File: config.mk
export PLATFORM = sky130hd
export DESIGN_NAME = exp_gain_oversampled_one_pole_flat
export DESIGN_NICKNAME = d
export VERILOG_FILES = /design/src/rtl/egop_pkg.sv /design/src/rtl/egop_in_if.sv /design/src/rtl/egop_out_if.sv /design/src/rtl/egop_mul.sv /design/src/rtl/egop_state_mem.sv /design/src/rtl/exp_gain_oversampled_one_pole.sv /design/src/flat_wrapper.sv
export SDC_FILE = /design/constraint.sdc
export NUM_CORES = 2
export LEC_CHECK = 0
export ABC_AREA = 1
export ABC_CLOCK_PERIOD_IN_PS = 12100
export BUFFER_PORTS_ARGS = -buffer_cell sky130_fd_sc_hd__buf_2
export CORE_MARGIN = 4
export CORE_UTILIZATION = 45
export CTS_BUF_LIST = sky130_fd_sc_hd__clkbuf_8
export DETAILED_ROUTE_END_ITERATION = 8
export SYNTH_ARGS = -nofsm -noshare
export SYNTH_HDL_FRONTEND = slang
export SYNTH_SLANG_ARGS = --single-unit
File: constraint.sdc
create_clock -name clk -period 12.1 [get_ports clk]
set_clock_uncertainty 0.15 [all_clocks]
set_input_delay 3.025 -clock clk [delete_from_list [all_inputs] [get_ports clk]]
set_output_delay 3.025 -clock clk [all_outputs]
set_load 0.1 [all_outputs]
File: src/rtl/egop_pkg.sv
package egop_pkg;

    // Field widths
    localparam int CH_W       = 4;
    localparam int CH_CODES   = 16;
    localparam int AUD_W      = 16;
    localparam int CFG_DATA_W = 18;
    localparam int CFG_IDX_W  = 2;
    localparam int COEF_W     = 18;
    localparam int NORM_W     = 17;
    localparam int GAIN_W     = 15;
    localparam int DEPTH_W    = 14;
    localparam int STATE_W    = 32;

    localparam int CHANNELS_DEF = 16;

    // Register indexes
    localparam logic [CFG_IDX_W-1:0] REG_POLE_COEF = 2'd0;
    localparam logic [CFG_IDX_W-1:0] REG_POLE_NORM = 2'd1;
    localparam logic [CFG_IDX_W-1:0] REG_GAIN_LOG2 = 2'd2;
    localparam logic [CFG_IDX_W-1:0] REG_CV_DEPTH  = 2'd3;

    localparam logic [COEF_W-1:0]         POLE_COEF_RST = 18'd1000;
    localparam logic [NORM_W-1:0]         POLE_NORM_RST = 17'd64527;
    localparam logic signed [GAIN_W-1:0]  GAIN_LOG2_RST = '0;
    localparam logic signed [DEPTH_W-1:0] CV_DEPTH_RST  = '0;

    // Shared multiplier
    localparam int MUL_A_W = 36;
    localparam int MUL_B_W = 19;
    localparam int MUL_P_W = MUL_A_W + MUL_B_W;

    // Exponent and 2^f polynomial, Q.16
    localparam int E_W        = 22;
    localparam int TENTH_Q16  = 6554;
    localparam int HORNER_C3  = 5129;
    localparam int HORNER_C2  = 14822;
    localparam int HORNER_C1  = 45584;
    localparam int HORNER_C0  = 65536;
    localparam int N_MIN      = -30;
    localparam int N_MAX      = 8;
    localparam int X_SHIFT_W  = 40;

    localparam int ACC_W  = 36;
    localparam int DIF_W  = 33;
    localparam int SUM_W  = 45;
    localparam int WGT_W  = 10;

    typedef enum logic [16:0] {
        ST_IDLE = 17'h00001,
        ST_MOD  = 17'h00002,
        ST_SCL  = 17'h00004,
        ST_EXP  = 17'h00008,
        ST_H1   = 17'h00010,
        ST_H2   = 17'h00020,
        ST_H3   = 17'h00040,
        ST_AUD  = 17'h00080,
        ST_XIN  = 17'h00100,
        ST_P1   = 17'h00200,
        ST_P2   = 17'h00400,
        ST_P3   = 17'h00800,
        ST_P4   = 17'h01000,
        ST_P5   = 17'h02000,
        ST_P6   = 17'h04000,
        ST_P7   = 17'h08000,
        ST_FIN  = 17'h10000
    } state_t;

    // Output weight for each of the four oversampled passes
    function automatic logic signed [WGT_W-1:0] tap_weight(input logic [1:0] k);
        logic signed [WGT_W-1:0] w;
        case (k)
            2'd0:    w = -10'sd120;
            2'd1:    w = 10'sd396;
            2'd2:    w = -10'sd440;
            default: w = 10'sd165;
        endcase
        return w;
    endfunction

    // Right shift by 16, rounded half up
    function automatic logic signed [MUL_P_W-1:0] rnd16(input logic signed [MUL_P_W-1:0] v);
        return (v + (MUL_P_W'(1) <<< 15)) >>> 16;
    endfunction

    function automatic logic signed [STATE_W-1:0] sat32(input logic signed [MUL_P_W-1:0] v);
        logic signed [STATE_W-1:0] r;
        if (v > MUL_P_W'(64'sh7FFF_FFFF))
            r = 32'sh7FFF_FFFF;
        else if (v < -(MUL_P_W'(64'sh8000_0000)))
            r = -32'sh8000_0000;
        else
            r = v[STATE_W-1:0];
        return r;
    endfunction

    function automatic logic signed [AUD_W-1:0] sat16(input logic signed [SUM_W-1:0] v);
        logic signed [AUD_W-1:0] r;
        if (v > SUM_W'(32767))
            r = 16'sh7FFF;
        else if (v < -(SUM_W'(32768)))
            r = -16'sh8000;
        else
            r = v[AUD_W-1:0];
        return r;
    endfunction

endpackage

File: src/rtl/egop_in_if.sv
interface egop_in_if;
    logic                                valid;
    logic                                ready;
    logic [egop_pkg::CH_W-1:0]           channel;
    logic signed [egop_pkg::AUD_W-1:0]   audio_in;
    logic signed [egop_pkg::AUD_W-1:0]   mod_in;

    modport source (output valid, output channel, output audio_in, output mod_in, input ready);
    modport sink   (input valid, input channel, input audio_in, input mod_in, output ready);
endinterface

File: src/rtl/egop_out_if.sv
interface egop_out_if;
    logic                                valid;
    logic                                ready;
    logic [egop_pkg::CH_W-1:0]           channel_out;
    logic signed [egop_pkg::AUD_W-1:0]   audio_out;

    modport source (output valid, output channel_out, output audio_out, input ready);
    modport sink   (input valid, input channel_out, input audio_out, output ready);
endinterface

File: src/rtl/egop_mul.sv
module egop_mul (
    input  logic                                 clk,
    input  logic signed [egop_pkg::MUL_A_W-1:0]  a,
    input  logic signed [egop_pkg::MUL_B_W-1:0]  b,
    output logic signed [egop_pkg::MUL_P_W-1:0]  p
);

    logic signed [egop_pkg::MUL_P_W-1:0] prod_reg;
    logic signed [egop_pkg::MUL_P_W-1:0] prod_next;

    always_comb
    begin
        prod_next = egop_pkg::MUL_P_W'(a) * egop_pkg::MUL_P_W'(b);
    end

    always_ff @(posedge clk)
    begin
        prod_reg <= prod_next;
    end

    assign p = prod_reg;

endmodule

File: src/rtl/egop_state_mem.sv
module egop_state_mem #(
    parameter int DEPTH = egop_pkg::CHANNELS_DEF,
    parameter int AW    = (DEPTH > 1) ? $clog2(DEPTH) : 1
) (
    input  logic                               clk,
    input  logic                               rst_n,
    input  logic                               rd_en,
    input  logic [AW-1:0]                      rd_addr,
    output logic [egop_pkg::STATE_W-1:0]       rd_data,
    input  logic                               wr_en,
    input  logic [AW-1:0]                      wr_addr,
    input  logic [egop_pkg::STATE_W-1:0]       wr_data
);

    logic [egop_pkg::STATE_W-1:0] mem [DEPTH];
    logic [DEPTH-1:0]             valid_reg;
    logic [DEPTH-1:0]             valid_next;
    logic [egop_pkg::STATE_W-1:0] rd_data_reg;

    // An entry never written since reset reads as zero
    always_comb
    begin
        valid_next = valid_reg;
        if (wr_en)
            valid_next[wr_addr] = 1'b1;
    end

    always_ff @(posedge clk or negedge rst_n)
    begin
        if (!rst_n)
            valid_reg <= '0;
        else
            valid_reg <= valid_next;
    end

    always_ff @(posedge clk)
    begin
        if (wr_en)
            mem[wr_addr] <= wr_data;
    end

    always_ff @(posedge clk)
    begin
        if (rd_en)
            rd_data_reg <= valid_reg[rd_addr] ? mem[rd_addr] : '0;
    end

    assign rd_data = rd_data_reg;

endmodule

File: src/rtl/exp_gain_oversampled_one_pole.sv
// Per-channel exponential gain followed by a 4x oversampled one-pole low-pass.
// Each request scales audio_in by 2^(gain_log2 + 0.1*mod_in*cv_depth), runs it
// and three zeros through the channel's filter state and returns the weighted
// sum of the four filter outputs, saturated to Q4.11, tagged with the channel.
// Items are processed one at a time: a new request is taken only back in idle,
// after the step sequence around the single shared 36x19 multiplier (the gain
// steps, the first filter input, the four filter passes, loading the result
// and the return to idle). Loading the result waits while the previous result
// is still held.
// The filter state lives in a
// CHANNELS-entry memory read at acceptance and written back at the end of the
// item; reset marks all entries as zero at once, with no clearing pass.
// Channel numbers at or above CHANNELS use entry channel modulo CHANNELS.
// A finished result waits in the output register while the next request is
// processed. Configuration writes take effect at once and belong between items.
module exp_gain_oversampled_one_pole #(
    parameter int CHANNELS = egop_pkg::CHANNELS_DEF
) (
    input  logic                                clk,
    input  logic                                rst_n,
    egop_in_if.sink                             samples,
    egop_out_if.source                          results,
    input  logic                                cfg_wen,
    input  logic [egop_pkg::CFG_IDX_W-1:0]      cfg_index,
    input  logic [egop_pkg::CFG_DATA_W-1:0]     cfg_data
);

    localparam int AW = (CHANNELS > 1) ? $clog2(CHANNELS) : 1;

    // Configuration
    logic [egop_pkg::COEF_W-1:0]          coef_reg;
    logic [egop_pkg::NORM_W-1:0]          norm_reg;
    logic signed [egop_pkg::GAIN_W-1:0]   gain_reg;
    logic signed [egop_pkg::DEPTH_W-1:0]  depth_reg;

    // Control
    egop_pkg::state_t                     state_reg, state_next;
    logic [1:0]                           pass_reg, pass_next;
    logic                                 out_valid_reg, out_valid_next;

    // Datapath
    logic [egop_pkg::CH_W-1:0]            chan_reg, chan_next;
    logic [AW-1:0]                        idx_reg, idx_next;
    logic signed [egop_pkg::AUD_W-1:0]    audio_reg, audio_next;
    logic signed [egop_pkg::AUD_W-1:0]    mod_reg, mod_next;
    logic signed [egop_pkg::E_W-1:0]      e_reg, e_next;
    logic signed [egop_pkg::STATE_W-1:0]  x_reg, x_next;
    logic signed [egop_pkg::ACC_W-1:0]    acc_reg, acc_next;
    logic signed [egop_pkg::STATE_W-1:0]  o_reg, o_next;
    logic signed [egop_pkg::DIF_W-1:0]    dif_reg, dif_next;
    logic signed [egop_pkg::STATE_W-1:0]  st_reg, st_next;
    logic signed [egop_pkg::SUM_W-1:0]    sum_reg, sum_next;
    logic [egop_pkg::CH_W-1:0]            out_chan_reg, out_chan_next;
    logic signed [egop_pkg::AUD_W-1:0]    out_audio_reg, out_audio_next;

    logic signed [egop_pkg::MUL_A_W-1:0]  mul_a;
    logic signed [egop_pkg::MUL_B_W-1:0]  mul_b;
    logic signed [egop_pkg::MUL_P_W-1:0]  mul_p;

    logic [egop_pkg::STATE_W-1:0]         mem_rd_data;
    logic [AW-1:0]                        ch_map [egop_pkg::CH_CODES];

    logic                                 accept;
    logic                                 fin_go;
    logic signed [egop_pkg::STATE_W-1:0]  xin;
    logic signed [5:0]                    n_raw;
    logic signed [5:0]                    n_cl;
    logic [5:0]                           x_sh;
    logic signed [egop_pkg::X_SHIFT_W-1:0] x_sum;
    logic signed [egop_pkg::X_SHIFT_W-1:0] x_shr;
    logic signed [egop_pkg::MUL_P_W-1:0]  mod_term;
    logic signed [egop_pkg::MUL_P_W-1:0]  nb_full;
    logic signed [egop_pkg::STATE_W-1:0]  nb_sat;
    logic signed [egop_pkg::SUM_W-1:0]    sum_rnd;

    // Channel to state entry, worked out at elaboration
    for (genvar i = 0; i < egop_pkg::CH_CODES; i++)
    begin : g_ch_map
        assign ch_map[i] = AW'(i % CHANNELS);
    end

    assign accept = (state_reg == egop_pkg::ST_IDLE) && samples.valid;
    assign fin_go = (state_reg == egop_pkg::ST_FIN) && (!out_valid_reg || results.ready);

    assign samples.ready       = (state_reg == egop_pkg::ST_IDLE);
    assign results.valid       = out_valid_reg;
    assign results.channel_out = out_chan_reg;
    assign results.audio_out   = out_audio_reg;

    // Configuration registers
    always_ff @(posedge clk or negedge rst_n)
    begin
        if (!rst_n)
        begin
            coef_reg  <= egop_pkg::POLE_COEF_RST;
            norm_reg  <= egop_pkg::POLE_NORM_RST;
            gain_reg  <= egop_pkg::GAIN_LOG2_RST;
            depth_reg <= egop_pkg::CV_DEPTH_RST;
        end
        else if (cfg_wen)
        begin
            case (cfg_index)
                egop_pkg::REG_POLE_COEF: coef_reg  <= cfg_data[egop_pkg::COEF_W-1:0];
                egop_pkg::REG_POLE_NORM: norm_reg  <= cfg_data[egop_pkg::NORM_W-1:0];
                egop_pkg::REG_GAIN_LOG2: gain_reg  <= cfg_data[egop_pkg::GAIN_W-1:0];
                egop_pkg::REG_CV_DEPTH:  depth_reg <= cfg_data[egop_pkg::DEPTH_W-1:0];
                default:                 coef_reg  <= coef_reg;
            endcase
        end
    end

    // Exponent split and clamp
    assign n_raw = e_reg[egop_pkg::E_W-1:16];
    always_comb
    begin
        if (n_raw < 6'(egop_pkg::N_MIN))
            n_cl = 6'(egop_pkg::N_MIN);
        else if (n_raw > 6'(egop_pkg::N_MAX))
            n_cl = 6'(egop_pkg::N_MAX);
        else
            n_cl = n_raw;
    end
    assign x_sh  = 6'(7'sd9 - 7'(n_cl));
    assign x_sum = {{(egop_pkg::X_SHIFT_W-33){mul_p[32]}}, mul_p[32:0]}
                 + (egop_pkg::X_SHIFT_W'(1) <<< (x_sh - 6'd1));
    assign x_shr = x_sum >>> x_sh;

    assign xin      = (pass_reg == 2'd0) ? x_reg : '0;
    assign mod_term = (mul_p + (egop_pkg::MUL_P_W'(1) <<< 22)) >>> 23;
    assign nb_full  = egop_pkg::rnd16(mul_p) + egop_pkg::MUL_P_W'(o_reg);
    assign nb_sat   = egop_pkg::sat32(nb_full);
    assign sum_rnd  = (sum_reg + egop_pkg::SUM_W'(16)) >>> 5;

    // Operand select for the shared multiplier
    always_comb
    begin
        mul_a = '0;
        mul_b = '0;
        case (state_reg)
            egop_pkg::ST_MOD:
            begin
                mul_a = egop_pkg::MUL_A_W'(mod_reg);
                mul_b = egop_pkg::MUL_B_W'(depth_reg);
            end
            egop_pkg::ST_SCL:
            begin
                mul_a = egop_pkg::MUL_A_W'($signed(mul_p[29:0]));
                mul_b = egop_pkg::MUL_B_W'(egop_pkg::TENTH_Q16);
            end
            egop_pkg::ST_H1:
            begin
                mul_a = egop_pkg::MUL_A_W'(egop_pkg::HORNER_C3);
                mul_b = {3'b000, e_reg[15:0]};
            end
            egop_pkg::ST_H2:
            begin
                mul_a = egop_pkg::MUL_A_W'(egop_pkg::HORNER_C2)
                      + {20'd0, mul_p[31:16]};
                mul_b = {3'b000, e_reg[15:0]};
            end
            egop_pkg::ST_H3:
            begin
                mul_a = egop_pkg::MUL_A_W'(egop_pkg::HORNER_C1)
                      + {20'd0, mul_p[31:16]};
                mul_b = {3'b000, e_reg[15:0]};
            end
            egop_pkg::ST_AUD:
            begin
                mul_a = egop_pkg::MUL_A_W'(audio_reg);
                mul_b = {2'b00, 17'(egop_pkg::HORNER_C0 + 32'(mul_p[31:16]))};
            end
            egop_pkg::ST_P1:
            begin
                mul_a = egop_pkg::MUL_A_W'(x_reg);
                mul_b = {1'b0, coef_reg};
            end
            egop_pkg::ST_P3:
            begin
                mul_a = acc_reg;
                mul_b = {2'b00, norm_reg};
            end
            egop_pkg::ST_P5:
            begin
                mul_a = egop_pkg::MUL_A_W'(o_reg);
                mul_b = egop_pkg::MUL_B_W'(egop_pkg::tap_weight(pass_reg));
            end
            egop_pkg::ST_P6:
            begin
                mul_a = egop_pkg::MUL_A_W'(dif_reg);
                mul_b = {1'b0, coef_reg};
            end
            default:
            begin
                mul_a = '0;
                mul_b = '0;
            end
        endcase
    end

    // Sequencer and datapath next values
    always_comb
    begin
        state_next     = state_reg;
        pass_next      = pass_reg;
        out_valid_next = out_valid_reg;
        chan_next      = chan_reg;
        idx_next       = idx_reg;
        audio_next     = audio_reg;
        mod_next       = mod_reg;
        e_next         = e_reg;
        x_next         = x_reg;
        acc_next       = acc_reg;
        o_next         = o_reg;
        dif_next       = dif_reg;
        st_next        = st_reg;
        sum_next       = sum_reg;
        out_chan_next  = out_chan_reg;
        out_audio_next = out_audio_reg;

        if (out_valid_reg && results.ready)
            out_valid_next = 1'b0;

        case (state_reg)
            egop_pkg::ST_IDLE:
            begin
                if (accept)
                begin
                    chan_next  = samples.channel;
                    idx_next   = ch_map[samples.channel];
                    audio_next = samples.audio_in;
                    mod_next   = samples.mod_in;
                    pass_next  = 2'd0;
                    sum_next   = '0;
                    state_next = egop_pkg::ST_MOD;
                end
            end
            egop_pkg::ST_MOD:
            begin
                st_next    = mem_rd_data;
                state_next = egop_pkg::ST_SCL;
            end
            egop_pkg::ST_SCL:
            begin
                state_next = egop_pkg::ST_EXP;
            end
            egop_pkg::ST_EXP:
            begin
                e_next     = {{(egop_pkg::E_W-egop_pkg::GAIN_W-4){gain_reg[egop_pkg::GAIN_W-1]}},
                              gain_reg, 4'b0000}
                           + egop_pkg::E_W'(mod_term);
                state_next = egop_pkg::ST_H1;
            end
            egop_pkg::ST_H1:
            begin
                state_next = egop_pkg::ST_H2;
            end
            egop_pkg::ST_H2:
            begin
                state_next = egop_pkg::ST_H3;
            end
            egop_pkg::ST_H3:
            begin
                state_next = egop_pkg::ST_AUD;
            end
            egop_pkg::ST_AUD:
            begin
                state_next = egop_pkg::ST_XIN;
            end
            egop_pkg::ST_XIN:
            begin
                x_next     = egop_pkg::sat32(egop_pkg::MUL_P_W'(x_shr));
                state_next = egop_pkg::ST_P1;
            end
            egop_pkg::ST_P1:
            begin
                state_next = egop_pkg::ST_P2;
            end
            egop_pkg::ST_P2:
            begin
                acc_next   = egop_pkg::ACC_W'(egop_pkg::rnd16(mul_p))
                           + egop_pkg::ACC_W'(st_reg);
                state_next = egop_pkg::ST_P3;
            end
            egop_pkg::ST_P3:
            begin
                state_next = egop_pkg::ST_P4;
            end
            egop_pkg::ST_P4:
            begin
                o_next     = egop_pkg::sat32(egop_pkg::rnd16(mul_p));
                state_next = egop_pkg::ST_P5;
            end
            egop_pkg::ST_P5:
            begin
                dif_next   = egop_pkg::DIF_W'(xin) - egop_pkg::DIF_W'(o_reg);
                state_next = egop_pkg::ST_P6;
            end
            egop_pkg::ST_P6:
            begin
                sum_next   = sum_reg + egop_pkg::SUM_W'(mul_p);
                state_next = egop_pkg::ST_P7;
            end
            egop_pkg::ST_P7:
            begin
                // Later passes take zero input, so the accumulator is just the state
                st_next   = nb_sat;
                acc_next  = egop_pkg::ACC_W'(nb_sat);
                pass_next = pass_reg + 2'd1;
                if (pass_reg == 2'd3)
                    state_next = egop_pkg::ST_FIN;
                else
                    state_next = egop_pkg::ST_P3;
            end
            egop_pkg::ST_FIN:
            begin
                if (fin_go)
                begin
                    out_valid_next = 1'b1;
                    out_chan_next  = chan_reg;
                    out_audio_next = egop_pkg::sat16(sum_rnd);
                    state_next     = egop_pkg::ST_IDLE;
                end
            end
            default:
            begin
                state_next = egop_pkg::ST_IDLE;
            end
        endcase
    end

    always_ff @(posedge clk or negedge rst_n)
    begin
        if (!rst_n)
        begin
            state_reg     <= egop_pkg::ST_IDLE;
            pass_reg      <= 2'd0;
            out_valid_reg <= 1'b0;
        end
        else
        begin
            state_reg     <= state_next;
            pass_reg      <= pass_next;
            out_valid_reg <= out_valid_next;
        end
    end

    always_ff @(posedge clk)
    begin
        chan_reg      <= chan_next;
        idx_reg       <= idx_next;
        audio_reg     <= audio_next;
        mod_reg       <= mod_next;
        e_reg         <= e_next;
        x_reg         <= x_next;
        acc_reg       <= acc_next;
        o_reg         <= o_next;
        dif_reg       <= dif_next;
        st_reg        <= st_next;
        sum_reg       <= sum_next;
        out_chan_reg  <= out_chan_next;
        out_audio_reg <= out_audio_next;
    end

    egop_mul u_mul (
        .clk (clk),
        .a   (mul_a),
        .b   (mul_b),
        .p   (mul_p)
    );

    egop_state_mem #(
        .DEPTH (CHANNELS),
        .AW    (AW)
    ) u_state_mem (
        .clk     (clk),
        .rst_n   (rst_n),
        .rd_en   (accept),
        .rd_addr (ch_map[samples.channel]),
        .rd_data (mem_rd_data),
        .wr_en   (fin_go),
        .wr_addr (idx_reg),
        .wr_data (st_reg)
    );

endmodule
File: src/flat_wrapper.sv
// flat-port wrapper written by rule: the top's interface ports become plain ports
module exp_gain_oversampled_one_pole_flat 
#(
    parameter int CHANNELS = egop_pkg::CHANNELS_DEF
)
  (clk, rst_n, cfg_wen, cfg_index, cfg_data, samples_valid, samples_channel, samples_audio_in, samples_mod_in, samples_ready, results_valid, results_channel_out, results_audio_out, results_ready);
  egop_in_if samples_i ();
  egop_out_if results_i ();
  input  logic clk;
  input  logic rst_n;
  input  logic cfg_wen;
  input  logic [egop_pkg::CFG_IDX_W-1:0] cfg_index;
  input  logic [egop_pkg::CFG_DATA_W-1:0] cfg_data;
  input wire logic [$bits(samples_i.valid)-1:0] samples_valid;
  input wire logic [$bits(samples_i.channel)-1:0] samples_channel;
  input wire logic [$bits(samples_i.audio_in)-1:0] samples_audio_in;
  input wire logic [$bits(samples_i.mod_in)-1:0] samples_mod_in;
  output wire logic [$bits(samples_i.ready)-1:0] samples_ready;
  output wire logic [$bits(results_i.valid)-1:0] results_valid;
  output wire logic [$bits(results_i.channel_out)-1:0] results_channel_out;
  output wire logic [$bits(results_i.audio_out)-1:0] results_audio_out;
  input wire logic [$bits(results_i.ready)-1:0] results_ready;
  assign samples_i.valid = samples_valid;
  assign samples_i.channel = samples_channel;
  assign samples_i.audio_in = samples_audio_in;
  assign samples_i.mod_in = samples_mod_in;
  assign samples_ready = samples_i.ready;
  assign results_valid = results_i.valid;
  assign results_channel_out = results_i.channel_out;
  assign results_audio_out = results_i.audio_out;
  assign results_i.ready = results_ready;
  exp_gain_oversampled_one_pole #(.CHANNELS(CHANNELS)) u_core (.clk(clk), .rst_n(rst_n), .samples(samples_i), .results(results_i), .cfg_wen(cfg_wen), .cfg_index(cfg_index), .cfg_data(cfg_data));
endmodule
Word-level counts from Yosys, hierarchy flattened
Memories as Yosys holds them, arrays and structs flattened. A register that Yosys moved wholly into a read port is not among the register bits.
Index checks and enable logic that the tools add are counted.
W data, S select, Z words.

cells by class
  bitwise operators = 2
  reduce and logical (&&, ||, !) cells = 24
  multiply operators = 1
  muxes and demuxes = 32
  equal/unequal tests = 25
  add/subtract/negate cells = 15
  shift operators = 2
  order comparisons = 14

operators with widths
  kind                      number
  $pmux W36 S10             1
  $pmux W17 S17             1
  $mux W32                  5
  $pmux W19 S7              1
  $pmux W45 S2              1
  $pmux W36 S2              1
  $pmux W32 S2              1
  $add A55 B17 Y55 const B  1
  $gt A55 B32 Y1 const B    1
  $lt A55 B32 Y1 const B    1
  $mul A36 B19 Y55          1
  $mux W17                  3
  $add A45 B24 Y45 const B  1
  $add A45 B45 Y45          1
  $add A45 B6 Y45 const B   1
  $mux W45                  1
  $add A39 B32 Y40          1
  $add A40 B40 Y40          1
  $gt A40 B16 Y1 const B    1
  $gt A40 B32 Y1 const B    1
  $lt A40 B16 Y1 const B    1
  $lt A40 B32 Y1 const B    1
  $sshl A1 B6 Y40 const A   1
  $sshr A40 B6 Y40          1
  other kinds (55)          85

word-level totals
  register bits after elaboration = 447
  word-level logic and storage cells = 139
  bits in writable memories = 512
  input port bits = 61
  memories = 2
  memory bits (read-only) = 64
  output and inout port bits = 22

memory list
  name                    depth  bits a word  rd ports  clocked after memory_dff  write ports  RTL line                              RTL
  u_core.u_state_mem.mem  16     32           1         1                         1            egop_state_mem.sv:15                  logic [egop_pkg::STATE_W-1:0] mem [DEPTH];
  (no name shown)         16     4            1         0                         0            exp_gain_oversampled_one_pole.sv:378  .rd_addr (ch_map[samples.channel]),

Logic depth before layout (Yosys ltp)
  depth after elaboration = 10
  depth in mapped cells = 49
  mapped depth without buffers = 46

Modules after synthesis
Synthesis repeated with hierarchy kept, for this count alone.

second synthesis, totals
  cells, all modules = 10274
  area, all modules = 82898.3 sq um

modules (own cells, without submodules)
  module                         times used  cells each  seq. area each (sq um)  area each (sq um)
  exp_gain_oversampled_one_pole  1           4480        10771.6                 32521.2
  egop_mul                       1           3525        1101.1                  26593.0
  egop_state_mem                 1           2269        16736.1                 23784.1

Worst setup path after synthesis
No wires, ideal clock.

  kind = reg-to-reg
  start = register u_core.state_reg[5]
  end = register u_core.u_mul.prod_reg (netlist bit u_core.u_mul.p[53])
  cell stages (with the launch flop) = 44
  library setup time = 0.072 ns
  slack = 3.017 ns
  arrival time = 8.862 ns
  data required time = 11.878 ns
  clock period less this slack = 9.083 ns
  cells stage by stage = dfrtp_1 -> nor2_1 -> inv_1 -> nor2_1 -> inv_1 -> nor2_1 -> inv_1 -> nor2_1 -> inv_2 -> nor2_1 -> nand2_1 -> inv_1 -> o21ai_0 -> o2111ai_1 -> nor2_1 -> clkinv_1 -> clkbuf_1 -> nand2_1 -> (+8 left out) -> fa_1 -> inv_1 -> fa_1 -> inv_1 -> fa_1 -> inv_1 -> ha_1 -> a21oi_1 -> inv_1 -> a31oi_1 -> a21boi_1 -> o21ai_0 -> a21boi_0 -> o21ai_1 -> a21oi_1 -> o21bai_1 -> a21oi_1 -> xor2_1

between the ends
  word-level cells in the longest chain between the ends = 4
  elaborated cells on any way between the ends = 15
  classes of those cells = mul: 1; eq/ne: 10; mux: 2; reduce/logical: 2

RTL lines
  what                                                                          RTL line                              RTL
  start, declared                                                               exp_gain_oversampled_one_pole.sv:37   egop_pkg::state_t state_reg, state_next;
  start signal, assigned                                                        exp_gain_oversampled_one_pole.sv:335  state_reg <= egop_pkg::ST_IDLE;
  start signal, assigned                                                        exp_gain_oversampled_one_pole.sv:341  state_reg <= state_next;
  $eq A17 B5 Y1 (tied with other cells)                                         exp_gain_oversampled_one_pole.sv:139  case (state_reg)
  $reduce_or A3 Y1 (no source line) / $reduce_or A2 Y1 (equally long branches)  n/a
  $pmux W19 S7                                                                  exp_gain_oversampled_one_pole.sv:139
  $mul A36 B19 Y55 *                                                            egop_mul.sv:13                        prod_next = egop_pkg::MUL_P_W'(a) * egop_pkg::MUL_P_W'(b);
  named net u_core.u_mul.prod_next, one bit                                     egop_mul.sv:9                         logic signed [egop_pkg::MUL_P_W-1:0] prod_next;
  end signal, assigned                                                          egop_mul.sv:18                        prod_reg <= prod_next;
  end, declared                                                                 egop_mul.sv:8                         logic signed [egop_pkg::MUL_P_W-1:0] prod_reg;

Mark *: on every way through the listed nets, which the timed path passes. The rest lies on a longest branch.
A chain may end at the register's enable or synchronous reset.

Worst setup path in the final report
  start = register u_core.u_mul.prod_reg (netlist bit u_core.u_mul.p[21])
  end = register u_core.u_mul.prod_reg (netlist bit u_core.u_mul.p[53])

between the ends
  word-level cells in the longest chain between the ends = 3
  elaborated cells on any way between the ends = 6
  classes of those cells = add/sub: 3; mul: 1; mux: 2

RTL lines
  what                                                  RTL line                              RTL
  $add A16 B16 Y17 (tied with other cells)              exp_gain_oversampled_one_pole.sv:164  + {20'd0, mul_p[31:16]};
  $pmux W36 S10 / $pmux W19 S7 (equally long branches)  exp_gain_oversampled_one_pole.sv:139
  $mul A36 B19 Y55 *                                    egop_mul.sv:13
  named net u_core.u_mul.prod_next, one bit             egop_mul.sv:9

Marked as above.

==> results.toml <==
[outcome]
run_status = "finished clean"

[layout]
final_cell_mix = "nand2_1, inv_1, edfxtp_1"
finalNetCount = 9850
largest_reg_flops = 512
fin_util_pct = 49.1
final_common_cell = "nand2_1"
drive_above_1_share_pct = 6.74
area_growth_pct = 8.32

[timing]
slew_violations = 0
fin_hold_ws_ns = 0.313
worstMarginPinSlew_ns = 1.26
rsz0062_at_grt = "no"
setup_viol = 0
worst_slew_margin_rel_pct = 15.8
min_period_ns = 11.21
finalSetupTns_ns = 0
finalWorstSetupSlack_ns = 0.893
finalCritPeriodShare_pct = 92.6
fmaxAchievable_mhz = 89.2
hold_violations = 0

[floorplan]
die_area_mm2 = 0.180
die_y_um = 425
fp.dieW_um = 425
rows = 152
initial_utilization_pct = 45.4
io_pins = 83
coreArea_mm2 = 0.172

[placement]
dp_slack_ns = 1.34
port_buffers = 82
place_hpwl_um = 200000
gp_routability_congestion = 0.988

[synth]
ys.flop_type = "edfxtp_1"
ys_seq_area_share_pct = 36.6
syn_nets = 9790
yosysTopAreaCell = "edfxtp_1"
yosysWarnings = 0
async_flop_share_pct = 10.1
synthCells = 8696
yosysTopAreaCellShare_pct = 32.0
mappedNetlistArea_mm2 = 0.0781
synth_area_per_cell_um2 = 8.98
yosys-top-cells-area = "edfxtp_1, fa_1, nand2_1, inv_1, ha_1"
synth_seq_cells = 987
synth.distinct_cells = 84
synth_edf_count = 832

[detailed_routing]
viasPerCell = 5.58
route.vias.total = 62500
wl_um = 267000
final_antenna_net_count = 0
wl_per_cell_um = 23.9
drcViolationCount = 0
first_pass_iters = 6
drt_iter0_drc = 5663

[clock_tree]
cts_buffer_depth = 3
clk_latency_ns = 0.93
cts_hold_buffers = 0
cts.htree.levels = 4
clk_pin_slew_ns = 0.06
numCtsBuffers = 164
cts_tree = "yes"
cts_root_buffer = "clkbuf_8"
cts.sinks = 987
cts_setup_buffers = 0
cts-resized-gates = 0

[global_routing]
grt_pass1_vias = 62600
grt_overflow = 0
grt_max_degree = 121
met3_usage_pct = 6.61
antenna_found_initial = 10
globalRoute.busiestLayer = "met2"
grt_first_pass_wirelength_um = 398000
grt.total_usage_pct = 29.5
use_met1_pct = 39.7
met2_usage_pct = 45.6

[power]
totalPowerFinal_mw = 11.9
power.leakage_nw = 38.9
peakVddDrop_mv = 0.124
p_per_area_mw_per_mm2 = 141

[worst_setup_path]
crit_path_end_kind = "register"
cp_slowest_cell = "clkinv_1"
cp.arrival_ns = 11.86
regToRegStartpoint = "u_core.u_mul.p[21]"
rrSetupSlack_ns = 0.89
worstSetupPathType = "register to register"
cp_max_fo = 17
regToRegEndpoint = "u_core.u_mul.p[53]"
reg2regPathDepth = 37
required_ns = 12.75
cpMostUsedCell = "inv_1"
cp-start-kind = "register"
crit_path_max_incr_delay_ns = 0.99

[flow_run]
drv_cap = 0

[min_path]
hold_class = "register to register"
hold_depth = 1
holdCritStartpoint = "u_core.u_state_mem.valid_reg[12]"
whs_endpoint = "u_core.u_state_mem.valid_reg[12]"
==> per-stage QoR <==
step,cells,area (um2)
3_3_place_gp,10900,81300
6_report,11200,84600
3_5_place_dp,10900,81300
4_1_cts,11200,84500
5_1_grt,11200,84500
2_1_floorplan,8696,78100
==> critical path, delay by kind of cell, from the launching register on <==
family          cells  cell delay (ns)
xor+xnor            1             0.18
fa+ha+maj           9             3.86
buf+inv            11             1.86
compound gates     12             3.29
flops               1             0.95
simple gates        4             0.74
==> report_power, final <==
group          switching [mW]  internal (mW)  total, mW
logic                    3.03           1.28       4.31
clock network            1.44           1.49       2.93
registers               0.462           4.21       4.67
==> logic make-up (layout without fill, tap and decap cells) <==
| kind of cell | Yosys count | after routing | share of synthesized area [%] |
|---|---|---|---|
| simple gates | 2925 | 2925 | 15.5 |
| buf+inv | 1802 | 1989 | 8.83 |
| compound gates | 1540 | 1540 | 11.3 |
| fa+ha+maj | 1033 | 1033 | 22.9 |
| flops | 987 | 987 | 36.6 |
| xor+xnor | 276 | 276 | 3.10 |
| mux | 133 | 133 | 1.71 |
| other cells | 0 | 11 | 0 |
==> worst max path at each step <==
stage,startpoint,endpoint,depth (start not counted)
6_report,u_core.u_mul.p[21],u_core.u_mul.p[53],37
5_1_grt,u_core.u_mul.p[21],u_core.u_mul.p[51],37
4_1_cts,u_core.u_mul.p[21],u_core.u_mul.p[53],37
3_5_place_dp,u_core.u_mul.p[21],u_core.u_mul.p[53],37
3_3_place_gp,u_core.state_reg[5],u_core.u_mul.p[51],42
2_1_floorplan,u_core.state_reg[5],u_core.u_mul.p[53],43
==> area by class of cell <==
class | count | area, um2
repair buffers | 214 | 1420
inverters | 1482 | 5560
clock buffers | 176 | 2420
well taps | 2310 | 2890
diodes | 11 | 27.5
flip-flops and latches | 987 | 28600
fillers | 16500 | 87600
multi-input cells | 5907 | 42800
clock inverters | 117 | 781
==> synthesized netlist by cell type (all sizes together) (9+ instances only) <==
master,n
o211ai,74
xnor2,83
xor2,193
a21boi,13
nor2,634
nand3,361
edfxtp,832
a21o,20
fa,664
o21a,38
clkbuf,225
a31oi,34
o22ai,23
mux2i,130
o21ai,640
nand4,45
nor4,44
dfrtp,83
o221ai,18
buf,95
ha,369
clkinv,18
or2,28
a221oi,29
dfxtp,55
nand2,1697
a21oi,540
nor3,94
o21bai,16
a22o,35
o2111ai,16
dfstp,17
inv,1464
a211oi,9
==> routing by layer <==
layer,wire length [um],vias up
met5,34,-
met4,14200,4
met3,22600,562
met2,119000,2605
met1,111000,30700
li1,-,28600
No activity file was read; power rests on OpenSTA's default activity.
